File: config.mk
export PLATFORM = sky130hd
export DESIGN_NAME = lsb_stego_embed_extract_flat
export DESIGN_NICKNAME = d
export VERILOG_FILES = /design/src/rtl/lsbse_pkg.sv /design/src/rtl/lsbse_ifs.sv /design/src/rtl/lsbse_core.sv /design/src/rtl/lsbse_emit.sv /design/src/rtl/lsb_stego_embed_extract.sv /design/src/flat_wrapper.sv
export SDC_FILE = /design/constraint.sdc
export NUM_CORES = 1
export LEC_CHECK = 0
export BUFFER_PORTS_ARGS = -buffer_cell sky130_fd_sc_hd__buf_2
export CORE_UTILIZATION = 30
export CTS_CLUSTER_SIZE = 30
export DETAILED_ROUTE_END_ITERATION = 8
export PLACE_DENSITY = 0.56
export SLEW_MARGIN = 5
export SYNTH_ARGS = -nofsm -noshare
export SYNTH_HDL_FRONTEND = slang
export SYNTH_SLANG_ARGS = --single-unit
export TNS_END_PERCENT = 50
File: constraint.sdc
create_clock -name clk -period 22.9 [get_ports clk]
set_input_delay 3.435 -clock clk [delete_from_list [all_inputs] [get_ports clk]]
set_output_delay 3.435 -clock clk [all_outputs]
set_load 0.01 [all_outputs]
File: src/rtl/lsbse_pkg.sv
package lsbse_pkg;

  // Default sizes of the message length register and the bit queue.
  localparam int LENGTH_BITS_DEF = 16;
  localparam int BUFFER_BITS_DEF = 32;

  // Configuration port.
  localparam int CFG_IDX_W  = 3;
  localparam int CFG_DATA_W = 16;
  localparam int NB_W       = 4;

  localparam logic [CFG_IDX_W-1:0] REG_BITS_RED   = 3'd0;
  localparam logic [CFG_IDX_W-1:0] REG_BITS_GREEN = 3'd1;
  localparam logic [CFG_IDX_W-1:0] REG_BITS_BLUE  = 3'd2;
  localparam logic [CFG_IDX_W-1:0] REG_MODE       = 3'd3;
  localparam logic [CFG_IDX_W-1:0] REG_MSG_LEN    = 3'd4;

  localparam logic [NB_W-1:0] BITS_RESET = 4'd2;
  localparam logic [NB_W-1:0] BITS_MAX   = 4'd8;

  localparam logic MODE_EXTRACT = 1'b0;
  localparam logic MODE_EMBED   = 1'b1;

  localparam logic ACT_PUSH  = 1'b0;
  localparam logic ACT_PIXEL = 1'b1;

  localparam logic KIND_PIXEL = 1'b0;
  localparam logic KIND_BYTE  = 1'b1;

  // One input word as held in the input register.
  typedef struct packed {
    logic       action;
    logic [7:0] red;
    logic [7:0] green;
    logic [7:0] blue;
    logic [7:0] message_byte;
  } item_t;

  // Up to three result words produced by one input word.
  typedef struct packed {
    logic [1:0]      cnt;
    logic            kind;
    logic [7:0]      red;
    logic [7:0]      green;
    logic [7:0]      blue;
    logic [2:0][7:0] bytes;
    logic            last;
    logic            under;
    logic            ovf;
  } grp_t;

endpackage

File: src/rtl/lsbse_ifs.sv
interface lsbse_in_if;
  logic       valid;
  logic       ready;
  logic       action;
  logic [7:0] red;
  logic [7:0] green;
  logic [7:0] blue;
  logic [7:0] message_byte;

  modport source (output valid, action, red, green, blue, message_byte, input ready);
  modport sink   (input valid, action, red, green, blue, message_byte, output ready);
endinterface

interface lsbse_out_if;
  logic       valid;
  logic       ready;
  logic       kind;
  logic [7:0] out_red;
  logic [7:0] out_green;
  logic [7:0] out_blue;
  logic [7:0] recovered_byte;
  logic       last_byte;
  logic       underflow;
  logic       overflow;

  modport source (output valid, kind, out_red, out_green, out_blue, recovered_byte,
                  last_byte, underflow, overflow, input ready);
  modport sink   (input valid, kind, out_red, out_green, out_blue, recovered_byte,
                  last_byte, underflow, overflow, output ready);
endinterface

File: src/rtl/lsbse_core.sv
module lsbse_core
  import lsbse_pkg::*;
#(
  parameter int LENGTH_BITS = LENGTH_BITS_DEF,
  parameter int BUFFER_BITS = BUFFER_BITS_DEF
) (
  input  logic                  clk,
  input  logic                  rst_n,
  input  logic                  cfg_we,
  input  logic [CFG_IDX_W-1:0]  cfg_idx,
  input  logic [CFG_DATA_W-1:0] cfg_data,
  input  logic                  step,
  input  item_t                 item,
  output grp_t                  grp_nxt
);

  localparam int ML   = (LENGTH_BITS < CFG_DATA_W) ? LENGTH_BITS : CFG_DATA_W;
  localparam int BL_W = ML + 3;
  localparam int BC_W = $clog2(BUFFER_BITS + 1);
  localparam int EXT  = BUFFER_BITS + 24;

  // Configuration registers.
  logic [NB_W-1:0] bits_red_r, bits_green_r, bits_blue_r;
  logic            mode_r;
  logic [ML-1:0]   msg_len_r;

  // Message state.
  logic [BUFFER_BITS-1:0] buf_r, buf_nxt;
  logic [BC_W-1:0]        bc_r, bc_nxt;
  logic [ML-1:0]          bh_r, bh_nxt;
  logic [BL_W-1:0]        bl_r, bl_nxt;
  logic                   ovf_r, ovf_nxt;

  logic [NB_W-1:0] n0, n1, n2, k0, k1, k2;
  logic [BL_W-1:0] bl1, bl2, bl3;
  logic [4:0]      t;
  logic            active;

  // Embed path.
  logic [EXT-1:0]  ext_sh;
  logic [23:0]     win, w1, w2;
  logic [7:0]      seg0, seg1, seg2;
  logic [7:0]      lm0, lm1, lm2;
  logic [7:0]      f0, f1, f2;
  logic            under;
  logic [BC_W-1:0] bc_take;
  logic [BC_W:0]   bc_push;

  // Extract path.
  logic [7:0]      v0, v1, v2;
  logic [31:0]     acc0, acc1, acc2, acc3, aligned;
  logic [BC_W-1:0] tt;
  logic [4:0]      t5;
  logic [2:0]      rem;

  logic            restart;
  logic [ML-1:0]   len_new;
  logic [NB_W-1:0] v4;

  // Bits each channel carries, limited by what remains of the message.
  always_comb begin
    n0 = bits_red_r;
    n1 = bits_green_r;
    n2 = bits_blue_r;
    k0 = (bl_r < BL_W'(n0)) ? bl_r[NB_W-1:0] : n0;
    bl1 = bl_r - BL_W'(k0);
    k1 = (bl1 < BL_W'(n1)) ? bl1[NB_W-1:0] : n1;
    bl2 = bl1 - BL_W'(k1);
    k2 = (bl2 < BL_W'(n2)) ? bl2[NB_W-1:0] : n2;
    bl3 = bl2 - BL_W'(k2);
    t = 5'(k0) + 5'(k1) + 5'(k2);
    active = (bl_r != '0);
    lm0 = ~(8'hFF << n0);
    lm1 = ~(8'hFF << n1);
    lm2 = ~(8'hFF << n2);
  end

  // Embed: the next 24 queue bits, oldest first, zero filled past the queue.
  always_comb begin
    ext_sh = {buf_r, 24'b0} >> bc_r;
    win = ext_sh[23:0];
    w1 = win << k0;
    w2 = w1 << k1;
    seg0 = win[23:16];
    seg1 = w1[23:16];
    seg2 = w2[23:16];
    f0 = (seg0 & ~(8'hFF >> k0)) >> (4'd8 - n0);
    f1 = (seg1 & ~(8'hFF >> k1)) >> (4'd8 - n1);
    f2 = (seg2 & ~(8'hFF >> k2)) >> (4'd8 - n2);
    under = BC_W'(t) > bc_r;
    bc_take = under ? '0 : bc_r - BC_W'(t);
    bc_push = {1'b0, bc_r} + (BC_W+1)'(8);
  end

  // Extract: append the carried bits of each channel to the pending bits.
  always_comb begin
    v0 = (item.red & lm0) >> (n0 - k0);
    v1 = (item.green & lm1) >> (n1 - k1);
    v2 = (item.blue & lm2) >> (n2 - k2);
    acc0 = {24'b0, buf_r[7:0]};
    acc1 = (acc0 << k0) | {24'b0, v0};
    acc2 = (acc1 << k1) | {24'b0, v1};
    acc3 = (acc2 << k2) | {24'b0, v2};
    tt = bc_r + BC_W'(t);
    t5 = tt[4:0];
    rem = t5[2:0];
    aligned = acc3 << (6'd32 - {1'b0, t5});
  end

  // Next state and the result group.
  always_comb begin
    buf_nxt = buf_r;
    bc_nxt  = bc_r;
    bh_nxt  = bh_r;
    bl_nxt  = bl_r;
    ovf_nxt = ovf_r;
    grp_nxt = '0;
    grp_nxt.ovf = ovf_r;
    if (item.action == ACT_PUSH) begin
      if (mode_r == MODE_EMBED && bh_r < msg_len_r) begin
        if (bc_push <= (BC_W+1)'(BUFFER_BITS)) begin
          buf_nxt = {buf_r[BUFFER_BITS-9:0], item.message_byte};
          bc_nxt  = bc_push[BC_W-1:0];
          bh_nxt  = bh_r + ML'(1);
        end else begin
          ovf_nxt = 1'b1;
        end
      end
    end else if (mode_r == MODE_EMBED) begin
      grp_nxt.cnt   = 2'd1;
      grp_nxt.kind  = KIND_PIXEL;
      grp_nxt.red   = item.red;
      grp_nxt.green = item.green;
      grp_nxt.blue  = item.blue;
      if (active) begin
        grp_nxt.red   = (item.red & ~lm0) | f0;
        grp_nxt.green = (item.green & ~lm1) | f1;
        grp_nxt.blue  = (item.blue & ~lm2) | f2;
        grp_nxt.under = under;
        bc_nxt  = bc_take;
        buf_nxt = buf_r & ~({BUFFER_BITS{1'b1}} << bc_take);
        bl_nxt  = bl3;
      end
    end else if (active) begin
      grp_nxt.cnt      = t5[4:3];
      grp_nxt.kind     = KIND_BYTE;
      grp_nxt.bytes[0] = aligned[31:24];
      grp_nxt.bytes[1] = aligned[23:16];
      grp_nxt.bytes[2] = aligned[15:8];
      grp_nxt.last     = (bl3 == '0);
      buf_nxt = BUFFER_BITS'(acc3 & ~(32'hFFFF_FFFF << rem));
      bc_nxt  = BC_W'(rem);
      bl_nxt  = bl3;
    end
  end

  // Configuration decode: mode and length writes start a new message.
  always_comb begin
    v4 = cfg_data[NB_W-1:0];
    restart = cfg_we && (cfg_idx == REG_MODE || cfg_idx == REG_MSG_LEN);
    len_new = (cfg_idx == REG_MSG_LEN) ? cfg_data[ML-1:0] : msg_len_r;
  end

  always_ff @(posedge clk) begin
    if (!rst_n) begin
      bits_red_r   <= BITS_RESET;
      bits_green_r <= BITS_RESET;
      bits_blue_r  <= BITS_RESET;
      mode_r       <= MODE_EXTRACT;
      msg_len_r    <= '0;
      buf_r        <= '0;
      bc_r         <= '0;
      bh_r         <= '0;
      bl_r         <= '0;
      ovf_r        <= 1'b0;
    end else begin
      if (cfg_we && v4 <= BITS_MAX) begin
        case (cfg_idx)
          REG_BITS_RED:   bits_red_r   <= v4;
          REG_BITS_GREEN: bits_green_r <= v4;
          REG_BITS_BLUE:  bits_blue_r  <= v4;
          default: ;
        endcase
      end
      if (cfg_we && cfg_idx == REG_MODE) begin
        mode_r <= cfg_data[0];
      end
      if (restart) begin
        msg_len_r <= len_new;
        bl_r      <= {len_new, 3'b000};
        buf_r     <= '0;
        bc_r      <= '0;
        bh_r      <= '0;
        ovf_r     <= 1'b0;
      end else if (step) begin
        buf_r <= buf_nxt;
        bc_r  <= bc_nxt;
        bh_r  <= bh_nxt;
        bl_r  <= bl_nxt;
        ovf_r <= ovf_nxt;
      end
    end
  end

endmodule

File: src/rtl/lsbse_emit.sv
module lsbse_emit
  import lsbse_pkg::*;
(
  input  logic        clk,
  input  logic        rst_n,
  input  logic        load,
  input  grp_t        grp_in,
  output logic        grp_take,
  lsbse_out_if.source out_if
);

  grp_t       grp_r;
  logic [1:0] cnt_r, idx_r;
  logic       pop, last_word;
  logic [7:0] byte_sel;

  assign pop       = out_if.valid && out_if.ready;
  assign last_word = (idx_r == cnt_r - 2'd1);
  assign grp_take  = (cnt_r == 2'd0) || (pop && last_word);

  // Pick the byte of the current word.
  always_comb begin
    case (idx_r)
      2'd0:    byte_sel = grp_r.bytes[0];
      2'd1:    byte_sel = grp_r.bytes[1];
      2'd2:    byte_sel = grp_r.bytes[2];
      default: byte_sel = 8'd0;
    endcase
  end

  // Result word seen on the output channel.
  always_comb begin
    out_if.valid          = (cnt_r != 2'd0);
    out_if.kind           = grp_r.kind;
    out_if.out_red        = grp_r.red;
    out_if.out_green      = grp_r.green;
    out_if.out_blue       = grp_r.blue;
    out_if.recovered_byte = byte_sel;
    out_if.last_byte      = grp_r.last && last_word;
    out_if.underflow      = grp_r.under;
    out_if.overflow       = grp_r.ovf;
  end

  always_ff @(posedge clk) begin
    if (load) begin
      grp_r <= grp_in;
    end
  end

  // Word count and position within the held group.
  always_ff @(posedge clk) begin
    if (!rst_n) begin
      cnt_r <= 2'd0;
      idx_r <= 2'd0;
    end else if (load) begin
      cnt_r <= grp_in.cnt;
      idx_r <= 2'd0;
    end else if (pop) begin
      if (last_word) begin
        cnt_r <= 2'd0;
      end else begin
        idx_r <= idx_r + 2'd1;
      end
    end
  end

endmodule

File: src/rtl/lsb_stego_embed_extract.sv
// LSB steganography engine for an RGB pixel stream.
// Input channel (in_if): one word is either a message byte push (action 0)
// or a pixel (action 1). Configuration (cfg_*) selects the low bits per
// color, embed or extract mode and the message length in bytes; a write of
// mode or length starts a new message and clears the bit queue and the
// overflow flag. Configuration is to be written by the user only while the
// block is idle; the block itself does not enforce this. Output channel
// (out_if): in embed mode every pixel gives one pixel word; in extract mode
// a pixel gives zero to three recovered bytes, the final byte of the
// message marked by last_byte. Pushes give no word. Each input word passes
// the input register, then the result register. Throughput: one input word
// per cycle while each gives at most one result word and the receiver does
// not stall; an extract pixel with several bytes holds the result register
// until its last byte is taken, since the output channel moves one word per
// cycle. When the receiver stalls, the result register holds its word and
// the input register takes one more word before in_if.ready falls. Reset
// clears both registers' valid state, the message state and the
// configuration (two bits per color, extract mode, length zero).
module lsb_stego_embed_extract
  import lsbse_pkg::*;
#(
  parameter int LENGTH_BITS = LENGTH_BITS_DEF,
  parameter int BUFFER_BITS = BUFFER_BITS_DEF
) (
  input  logic                  clk,
  input  logic                  rst_n,
  lsbse_in_if.sink              in_if,
  lsbse_out_if.source           out_if,
  input  logic                  cfg_we,
  input  logic [CFG_IDX_W-1:0]  cfg_idx,
  input  logic [CFG_DATA_W-1:0] cfg_data
);

  item_t item_r;
  logic  item_v_r, item_v_nxt;
  logic  grp_take, step, accept;
  grp_t  grp_nxt;

  assign step        = item_v_r && grp_take;
  assign in_if.ready = !item_v_r || grp_take;
  assign accept      = in_if.valid && in_if.ready;

  // Input register.
  always_comb begin
    item_v_nxt = item_v_r;
    if (accept) begin
      item_v_nxt = 1'b1;
    end else if (step) begin
      item_v_nxt = 1'b0;
    end
  end

  always_ff @(posedge clk) begin
    if (!rst_n) begin
      item_v_r <= 1'b0;
    end else begin
      item_v_r <= item_v_nxt;
    end
  end

  always_ff @(posedge clk) begin
    if (accept) begin
      item_r.action       <= in_if.action;
      item_r.red          <= in_if.red;
      item_r.green        <= in_if.green;
      item_r.blue         <= in_if.blue;
      item_r.message_byte <= in_if.message_byte;
    end
  end

  lsbse_core #(
    .LENGTH_BITS (LENGTH_BITS),
    .BUFFER_BITS (BUFFER_BITS)
  ) u_core (
    .clk      (clk),
    .rst_n    (rst_n),
    .cfg_we   (cfg_we),
    .cfg_idx  (cfg_idx),
    .cfg_data (cfg_data),
    .step     (step),
    .item     (item_r),
    .grp_nxt  (grp_nxt)
  );

  lsbse_emit u_emit (
    .clk      (clk),
    .rst_n    (rst_n),
    .load     (step),
    .grp_in   (grp_nxt),
    .grp_take (grp_take),
    .out_if   (out_if)
  );

endmodule

File: src/flat_wrapper.sv
// flat-port wrapper written by rule: the top's interface ports become plain ports
module lsb_stego_embed_extract_flat import lsbse_pkg::*;
#(
  parameter int LENGTH_BITS = LENGTH_BITS_DEF,
  parameter int BUFFER_BITS = BUFFER_BITS_DEF
)
  (clk, rst_n, cfg_we, cfg_idx, cfg_data, in_if_valid, in_if_action, in_if_red, in_if_green, in_if_blue, in_if_message_byte, in_if_ready, out_if_valid, out_if_kind, out_if_out_red, out_if_out_green, out_if_out_blue, out_if_recovered_byte, out_if_last_byte, out_if_underflow, out_if_overflow, out_if_ready);
  lsbse_in_if in_if_i ();
  lsbse_out_if out_if_i ();
  input  logic clk;
  input  logic rst_n;
  input  logic cfg_we;
  input  logic [CFG_IDX_W-1:0] cfg_idx;
  input  logic [CFG_DATA_W-1:0] cfg_data;
  input wire logic [$bits(in_if_i.valid)-1:0] in_if_valid;
  input wire logic [$bits(in_if_i.action)-1:0] in_if_action;
  input wire logic [$bits(in_if_i.red)-1:0] in_if_red;
  input wire logic [$bits(in_if_i.green)-1:0] in_if_green;
  input wire logic [$bits(in_if_i.blue)-1:0] in_if_blue;
  input wire logic [$bits(in_if_i.message_byte)-1:0] in_if_message_byte;
  output wire logic [$bits(in_if_i.ready)-1:0] in_if_ready;
  output wire logic [$bits(out_if_i.valid)-1:0] out_if_valid;
  output wire logic [$bits(out_if_i.kind)-1:0] out_if_kind;
  output wire logic [$bits(out_if_i.out_red)-1:0] out_if_out_red;
  output wire logic [$bits(out_if_i.out_green)-1:0] out_if_out_green;
  output wire logic [$bits(out_if_i.out_blue)-1:0] out_if_out_blue;
  output wire logic [$bits(out_if_i.recovered_byte)-1:0] out_if_recovered_byte;
  output wire logic [$bits(out_if_i.last_byte)-1:0] out_if_last_byte;
  output wire logic [$bits(out_if_i.underflow)-1:0] out_if_underflow;
  output wire logic [$bits(out_if_i.overflow)-1:0] out_if_overflow;
  input wire logic [$bits(out_if_i.ready)-1:0] out_if_ready;
  assign in_if_i.valid = in_if_valid;
  assign in_if_i.action = in_if_action;
  assign in_if_i.red = in_if_red;
  assign in_if_i.green = in_if_green;
  assign in_if_i.blue = in_if_blue;
  assign in_if_i.message_byte = in_if_message_byte;
  assign in_if_ready = in_if_i.ready;
  assign out_if_valid = out_if_i.valid;
  assign out_if_kind = out_if_i.kind;
  assign out_if_out_red = out_if_i.out_red;
  assign out_if_out_green = out_if_i.out_green;
  assign out_if_out_blue = out_if_i.out_blue;
  assign out_if_recovered_byte = out_if_i.recovered_byte;
  assign out_if_last_byte = out_if_i.last_byte;
  assign out_if_underflow = out_if_i.underflow;
  assign out_if_overflow = out_if_i.overflow;
  assign out_if_i.ready = out_if_ready;
  lsb_stego_embed_extract #(.LENGTH_BITS(LENGTH_BITS), .BUFFER_BITS(BUFFER_BITS)) u_core (.clk(clk), .rst_n(rst_n), .in_if(in_if_i), .out_if(out_if_i), .cfg_we(cfg_we), .cfg_idx(cfg_idx), .cfg_data(cfg_data));
endmodule
=== Yosys cells after proc, flatten, opt, wreduce, memory -nomap -nowiden ===
Cells that the tools add are included.

* Register bits: 193
* Latch bits: 0
* Bits in writable memories: 0
* ROM bits: 0
* Bits of input ports: 57
* Logic and storage cells: 195
* Memories kept: 0

* Add/sub/neg operators: 18
* Multipliers: 0
* Divide/modulo/power cells: 0
* $lt $le $gt $ge: 7
* Equal/unequal tests: 8
* Shifts and indexed selects: 21
* Mux-type cells: 36
* Bitwise operators: 33
* Reduce and logical (&&, ||, !) cells: 43

{| class="wikitable"
|+ Operators by type and width
! cell !! number
|-
| $mux W32 || 6
|-
| $or A32 B8 Y32 || 3
|-
| $mux W19 || 4
|-
| $and A8 B8 Y8 || 9
|-
| $not A8 Y8 || 9
|-
| $and A32 B32 Y32 || 2
|-
| $not A32 Y32 || 2
|-
| $shl A32 B4 Y32 || 2
|-
| $lt A19 B4 Y1 || 3
|-
| $sub A19 B4 Y19 || 3
|-
| $shr A56 B6 Y24 || 1
|-
| $mux W53 || 1
|-
| $mux W25 || 2
|-
| $mux W24 || 2
|-
| $shl A24 B4 Y24 || 2
|-
| $shr A8 B4 Y8 || 6
|-
| $mux W6 || 7
|-
| $shl A32 B3 Y32 const A || 1
|-
| $shl A32 B6 Y32 || 1
|-
| $shl A32 B6 Y32 const A || 1
|-
| $shl A8 B4 Y32 || 1
|-
| $or A8 B8 Y8 || 3
|-
| $pmux W8 S3 || 1
|-
| $shl A8 B4 Y8 const A || 3
|-
| other kinds (42) || 91
|}

=== Logic depth before layout (Yosys ltp) ===
* Word-level depth: 17
* Mapped depth: 75

=== By module ===
Synthesis repeated with hierarchy kept, for this count alone.

* Cell total of the unflattened synthesis: 3070
* Area, all modules: 23742.8 um2

{| class="wikitable"
|+ By module, submodules not included
! module !! instances !! cells each !! area an instance (um2)
|-
| lsbse_core || 1 || 2901 || 20529.7
|-
| lsbse_emit || 1 || 130 || 2157.1
|-
| lsb_stego_embed_extract || 1 || 39 || 1056.0
|}

=== Worst setup path after synthesis ===
OpenSTA, ideal clock, no wires.

* Path kind: reg-to-reg
* From: register u_core.u_core.bits_red_r[1]
* To: register u_core.u_emit.grp_r[6] (netlist bit) (data pin)
* Setup time: 271 ps
* Arrival: 14958 ps
* Slack: 7671 ps
* Stages on the path, launching flop included: 63
* Buffers on the path: 20
* Period minus slack after synthesis: 15229 ps
* Cells stage by stage: dfxtp_1 clkbuf_1 inv_1 ha_1 a21o_1 a31oi_1 o2111ai_4 buf_4 buf_1 mux2i_1 clkbuf_1 inv_1 clkbuf_1 clkbuf_1 ha_1 clkbuf_1 inv_1 ha_1 [... 27 more ...] nand2_2 inv_2 buf_2 buf_2 buf_2 fa_1 ha_1 inv_1 clkbuf_1 clkbuf_1 clkbuf_1 ha_1 buf_1 clkbuf_1 mux4_2 mux2_2 a32oi_1 o211ai_1

* Cells in the longest elaborated chain, start to end: 12
* Elaborated cells on any way between the ends: 28

{| class="wikitable"
|+ RTL lines
! item !! RTL line !! text
|-
| start: declaration || lsbse_core.sv:23 || <nowiki>logic [NB_W-1:0] bits_red_r, bits_green_r, bits_blue_r;</nowiki>
|-
| start signal: assignment || lsbse_core.sv:179 || <nowiki>REG_BITS_RED: bits_red_r <= v4;</nowiki>
|-
| $lt A19 B4 Y1 || lsbse_core.sv:65 || <nowiki>k0 = (bl_r < BL_W'(n0)) ? bl_r[NB_W-1:0] : n0;</nowiki>
|-
| $mux W4 || lsbse_core.sv:65 ||
|-
| $sub A19 B4 Y19 || lsbse_core.sv:66 || <nowiki>bl1 = bl_r - BL_W'(k0);</nowiki>
|-
| $lt A19 B4 Y1 || lsbse_core.sv:67 || <nowiki>k1 = (bl1 < BL_W'(n1)) ? bl1[NB_W-1:0] : n1;</nowiki>
|-
| $mux W4 || lsbse_core.sv:67 ||
|-
| $sub A19 B4 Y19 || lsbse_core.sv:68 || <nowiki>bl2 = bl1 - BL_W'(k1);</nowiki>
|-
| $lt A19 B4 Y1 || lsbse_core.sv:69 || <nowiki>k2 = (bl2 < BL_W'(n2)) ? bl2[NB_W-1:0] : n2;</nowiki>
|-
| $mux W4 || lsbse_core.sv:69 ||
|-
| $add A5 B4 Y5 / $sub A4 B4 Y4 (equally long branches) || lsbse_core.sv:71, lsbse_core.sv:99 ||
|-
| $add A5 B5 Y5 / $shr A8 B4 Y8 (equally long branches) || lsbse_core.sv:104, lsbse_core.sv:99 ||
|-
| $sub A6 B5 Y6 / $or A32 B8 Y32 (equally long branches) || lsbse_core.sv:107, lsbse_core.sv:103 ||
|-
| $shl A32 B6 Y32 * || lsbse_core.sv:107 || <nowiki>aligned = acc3 << (6'd32 - {1'b0, t5});</nowiki>
|-
| end signal: assignment || lsbse_emit.sv:46 || <nowiki>grp_r <= grp_in;</nowiki>
|-
| end: declaration || lsbse_emit.sv:12 || <nowiki>grp_t grp_r;</nowiki>
|}

Mark *: on every way between the ends. The rest lies on a longest branch, timed or not.
A chain may end at the register's enable or synchronous reset.

=== Worst setup path in the final report ===
* From: register u_core.u_core.bits_red_r[2]
* To: register u_core.u_emit.grp_r[8] (netlist bit) (data pin)

The elaborated chain is that of the path after synthesis.

==> impl_results.md <==
* Status: complete, no violations
* Global-route wire length before repair at 146000 µm
* CP max stage delay at 0.82 ns
* Longest Clk Path Bufs at 2
* Post-CTS Setup Repair Bufs at 0
* Crit path top cell by count: ha_1
* CORE AREA at 79100 µm²
* Vias per cell at 6.12
* Sequential element share of the synthesized area at 19.6%
* Buf/Inv on CP at 13
* Start point of the worst hold path: u_core.u_core.ovf_r
* Post-DR wirelength/cell at 23.0 µm
* Synth top area cells: edfxtp_1, dfxtp_1, mux2i_1, a21oi_1, nor2_1
* Initial DRT Pass Iterations at 6
* Tcrit/Tclk final at 75.2%
* Setup TNS at 0 ns
* Top_reg_cell synth: dfxtp_1
* Layout cells sized above 1 at 12.6%
* Area added between synthesis and finish at 7.39%
* Worst reg2reg endpoint: u_core.u_emit.grp_r[8]
* Final Setup Violations at 0
* Number of synthesized register bits at 193
* DRC errors left at 0
* Min cycle time layout at 17.22 ns
* Initial antenna violation count at 0
* Synth area leader: edfxtp_1
* Slew @ Worst Pin at 1.17 ns
* # Max-Cap Violations at 0
* Final Slew Violations at 0
* ANT cells at 0
* Port Buffers at 94
* Latest clock arrival within the worst-skew pair at 0.52 ns
* Die Span Y at 285 µm
* Slew headroom at 21.9%
* Power density over the cells at 85.2 nW/µm²
* FFs w/ async S/R, synth at 0%
* CTS tree: built
* Top Ports at 95
* Die X-Extent at 285 µm
* Synth warn at 0
* GRT Residual Overflow at 0
* NumNets Final at 3248
* F_max at 0.0581 GHz
* RR Startpoint: u_core.u_core.bits_red_r[2]
* Detail Placement HPWL at 73400 µm
* CTS Sinks at 193
* Resized cells post-CTS at 0
* Max stage delay cell, worst path: mux2i_4
* CTS root buffer: clkbuf_16
* RSZ-0062 raised after global routing: false
* Vias in the first global route at 23445
* GP Congestion at 0.997
* Worst VDD drop at 0.0527 mV
* Largest net degree at the start of global routing at 56
* Post-synthesis cell count at 3210
* Element type at the critical path end: register
* H-tree levels at 4
* Arrival time worst endpoint at 17.54 ns
* Worst EP required at 23.22 ns
* Critical path class: register to register
* Crit path max-delay family: simple AND/OR/NAND/NOR gates
* Crit-path max FO at 49
* Top-count cell post-synth: nor2_1
* Worst hold-check path type: register to register
* Final wirelength at 95900 µm
* Hold_buf cts at 0
* FP Rows at 103
* Top cell type's share of synthesized area at 10.6%
* Total number of vias at 25551
* Post-synth EDFFs at 85
* Syn_nets at 3347
* R2R depth at 53
* Distinct cell type count after synthesis at 111
* Initial Utilization at 30.4%
* Avg Cell Area, Syn at 7.49 µm²
* Hold Worst Slack at 0.454 ns
* Setup Skew at 0.0232 ns
* Critical Path Start Type: register
* Antenna Nets Post-Route at 0
* Hold Path Stages at 0
* Mapped Area at 24000 µm²
* CTS Buf Count at 17
* Hold Path End: u_core.u_emit.out_if.overflow
* Final hold vios at 0
* Clk slew on worst S/H paths at 0.09 ns
* Die ar. at 81300 µm²
* Post-synth top cells: nor2_1, nand2_1, a21oi_1
* Area after DPL at 25200 µm²
* Overall Global Routing Usage at 23.0%
* LEAKAGE at 0.00926 µW
* Register-to-register setup slack at 5.68 ns
* Design area at 25800 µm²
* First-iteration detailed-routing DRC count at 3206
## state kept, by name (all words and copies together) (netlist names), 6 cells and up
register	cells
u_core.u_core.msg_len_r	16
u_core.item_r	33
u_core.u_emit.out_if.out_green	8
u_core.u_emit.out_if.out_red	8
u_core.u_core.buf_r	32
u_core.u_core.bl_r	19
u_core.u_emit.out_if.out_blue	8
u_core.u_core.bc_r	6
u_core.u_emit.grp_r	25
u_core.u_core.bh_r	16
## worst register-to-register path, delay by kind of cell, from the launching register on
family / cells / cell delay (ns)
AO/OA/AOI/OAI: 12 / 3.64
adder cells (fa/ha/maj): 10 / 3.57
buffers and inverters: 13 / 3.48
flip-flops: 1 / 0.64
multiplexers: 4 / 1.71
AND/OR/NAND/NOR: 14 / 3.97
## worst max path at each step
| stage | start | endpoint | depth (start not counted) |
|---|---|---|---|
| after floorplan | u_core.u_core.bits_red_r[1] | u_core.u_emit.grp_r[6] | 62 |
| after global placement | u_core.u_core.bits_red_r[2] | u_core.u_emit.grp_r[8] | 53 |
| after detailed placement | u_core.u_core.bits_red_r[2] | u_core.u_emit.grp_r[8] | 53 |
| after CTS | u_core.u_core.bits_red_r[2] | u_core.u_emit.grp_r[8] | 53 |
| after global routing | u_core.u_core.bits_red_r[2] | u_core.u_emit.grp_r[8] | 57 |
| final | u_core.u_core.bits_red_r[2] | u_core.u_emit.grp_r[8] | 53 |
## stage by stage
step	utilization [%]	std cells	worst slack [ns]	total power, µW
final	32.6	4174	5.68	2200
after global routing	32.6	4174	4.51	2330
after CTS	32.6	4174	5.99	2170
after detailed placement	31.8	4142	6.11	1820
after global placement	31.8	4142	6.53	1830
after floorplan	-	3210	7.67	1430
## cell usage in the layout (no fill, tap or decap), drive strengths merged, types with 38 or more instances in the layout
cell type    n
mux2        68
a31oi       38
inv        108
nor2       327
xnor2       47
a211oi      68
nor4        45
a22oi       46
o21ai      211
dfxtp      108
a21oi      284
o211ai      50
mux2i      163
edfxtp      85
mux4        50
buf        159
nand3       92
o22ai       41
ha          75
nand2      327
nor3       162
## cells by family after synthesis
| family | after synthesis | share of synthesized area [%] |
|---|---|---|
| simple gates | 1168 | 23.1 |
| xor+xnor | 73 | 2.72 |
| buf+inv | 374 | 6.59 |
| fa+ha+maj | 84 | 4.49 |
| compound gates | 1037 | 28.7 |
| flops | 193 | 19.6 |
| mux | 281 | 14.8 |
## cell type report
| cell class | instances | area, µm² |
|---|---|---|
| fill | 8641 | 53300 |
| multi-input combinational | 2643 | 17800 |
| sequential | 193 | 4720 |
| tap | 1050 | 1310 |
| timing repair buffer | 159 | 958 |
| clock buffer | 17 | 425 |
| inverter | 97 | 364 |
| clock inverter | 15 | 221 |
## layer usage
| metal | up-vias | global-route usage (%) | routed length [µm] |
|---|---|---|---|
| met2 | 1140 | 35.3 | 42400 |
| met1 | 12314 | 32.2 | 42800 |
| met4 | 0 | 8.37 | 3210 |
| met3 | 154 | 3.66 | 7560 |
| li1 | 11943 | - | - |
| met5 | - | 0 | 0 |
## power by group
group          internal, µW  switching (µW)
clock                   157             185
combinational           466             980
sequential              387            25.1
total                  1010            1190
(Power assumes the default switching activity.)
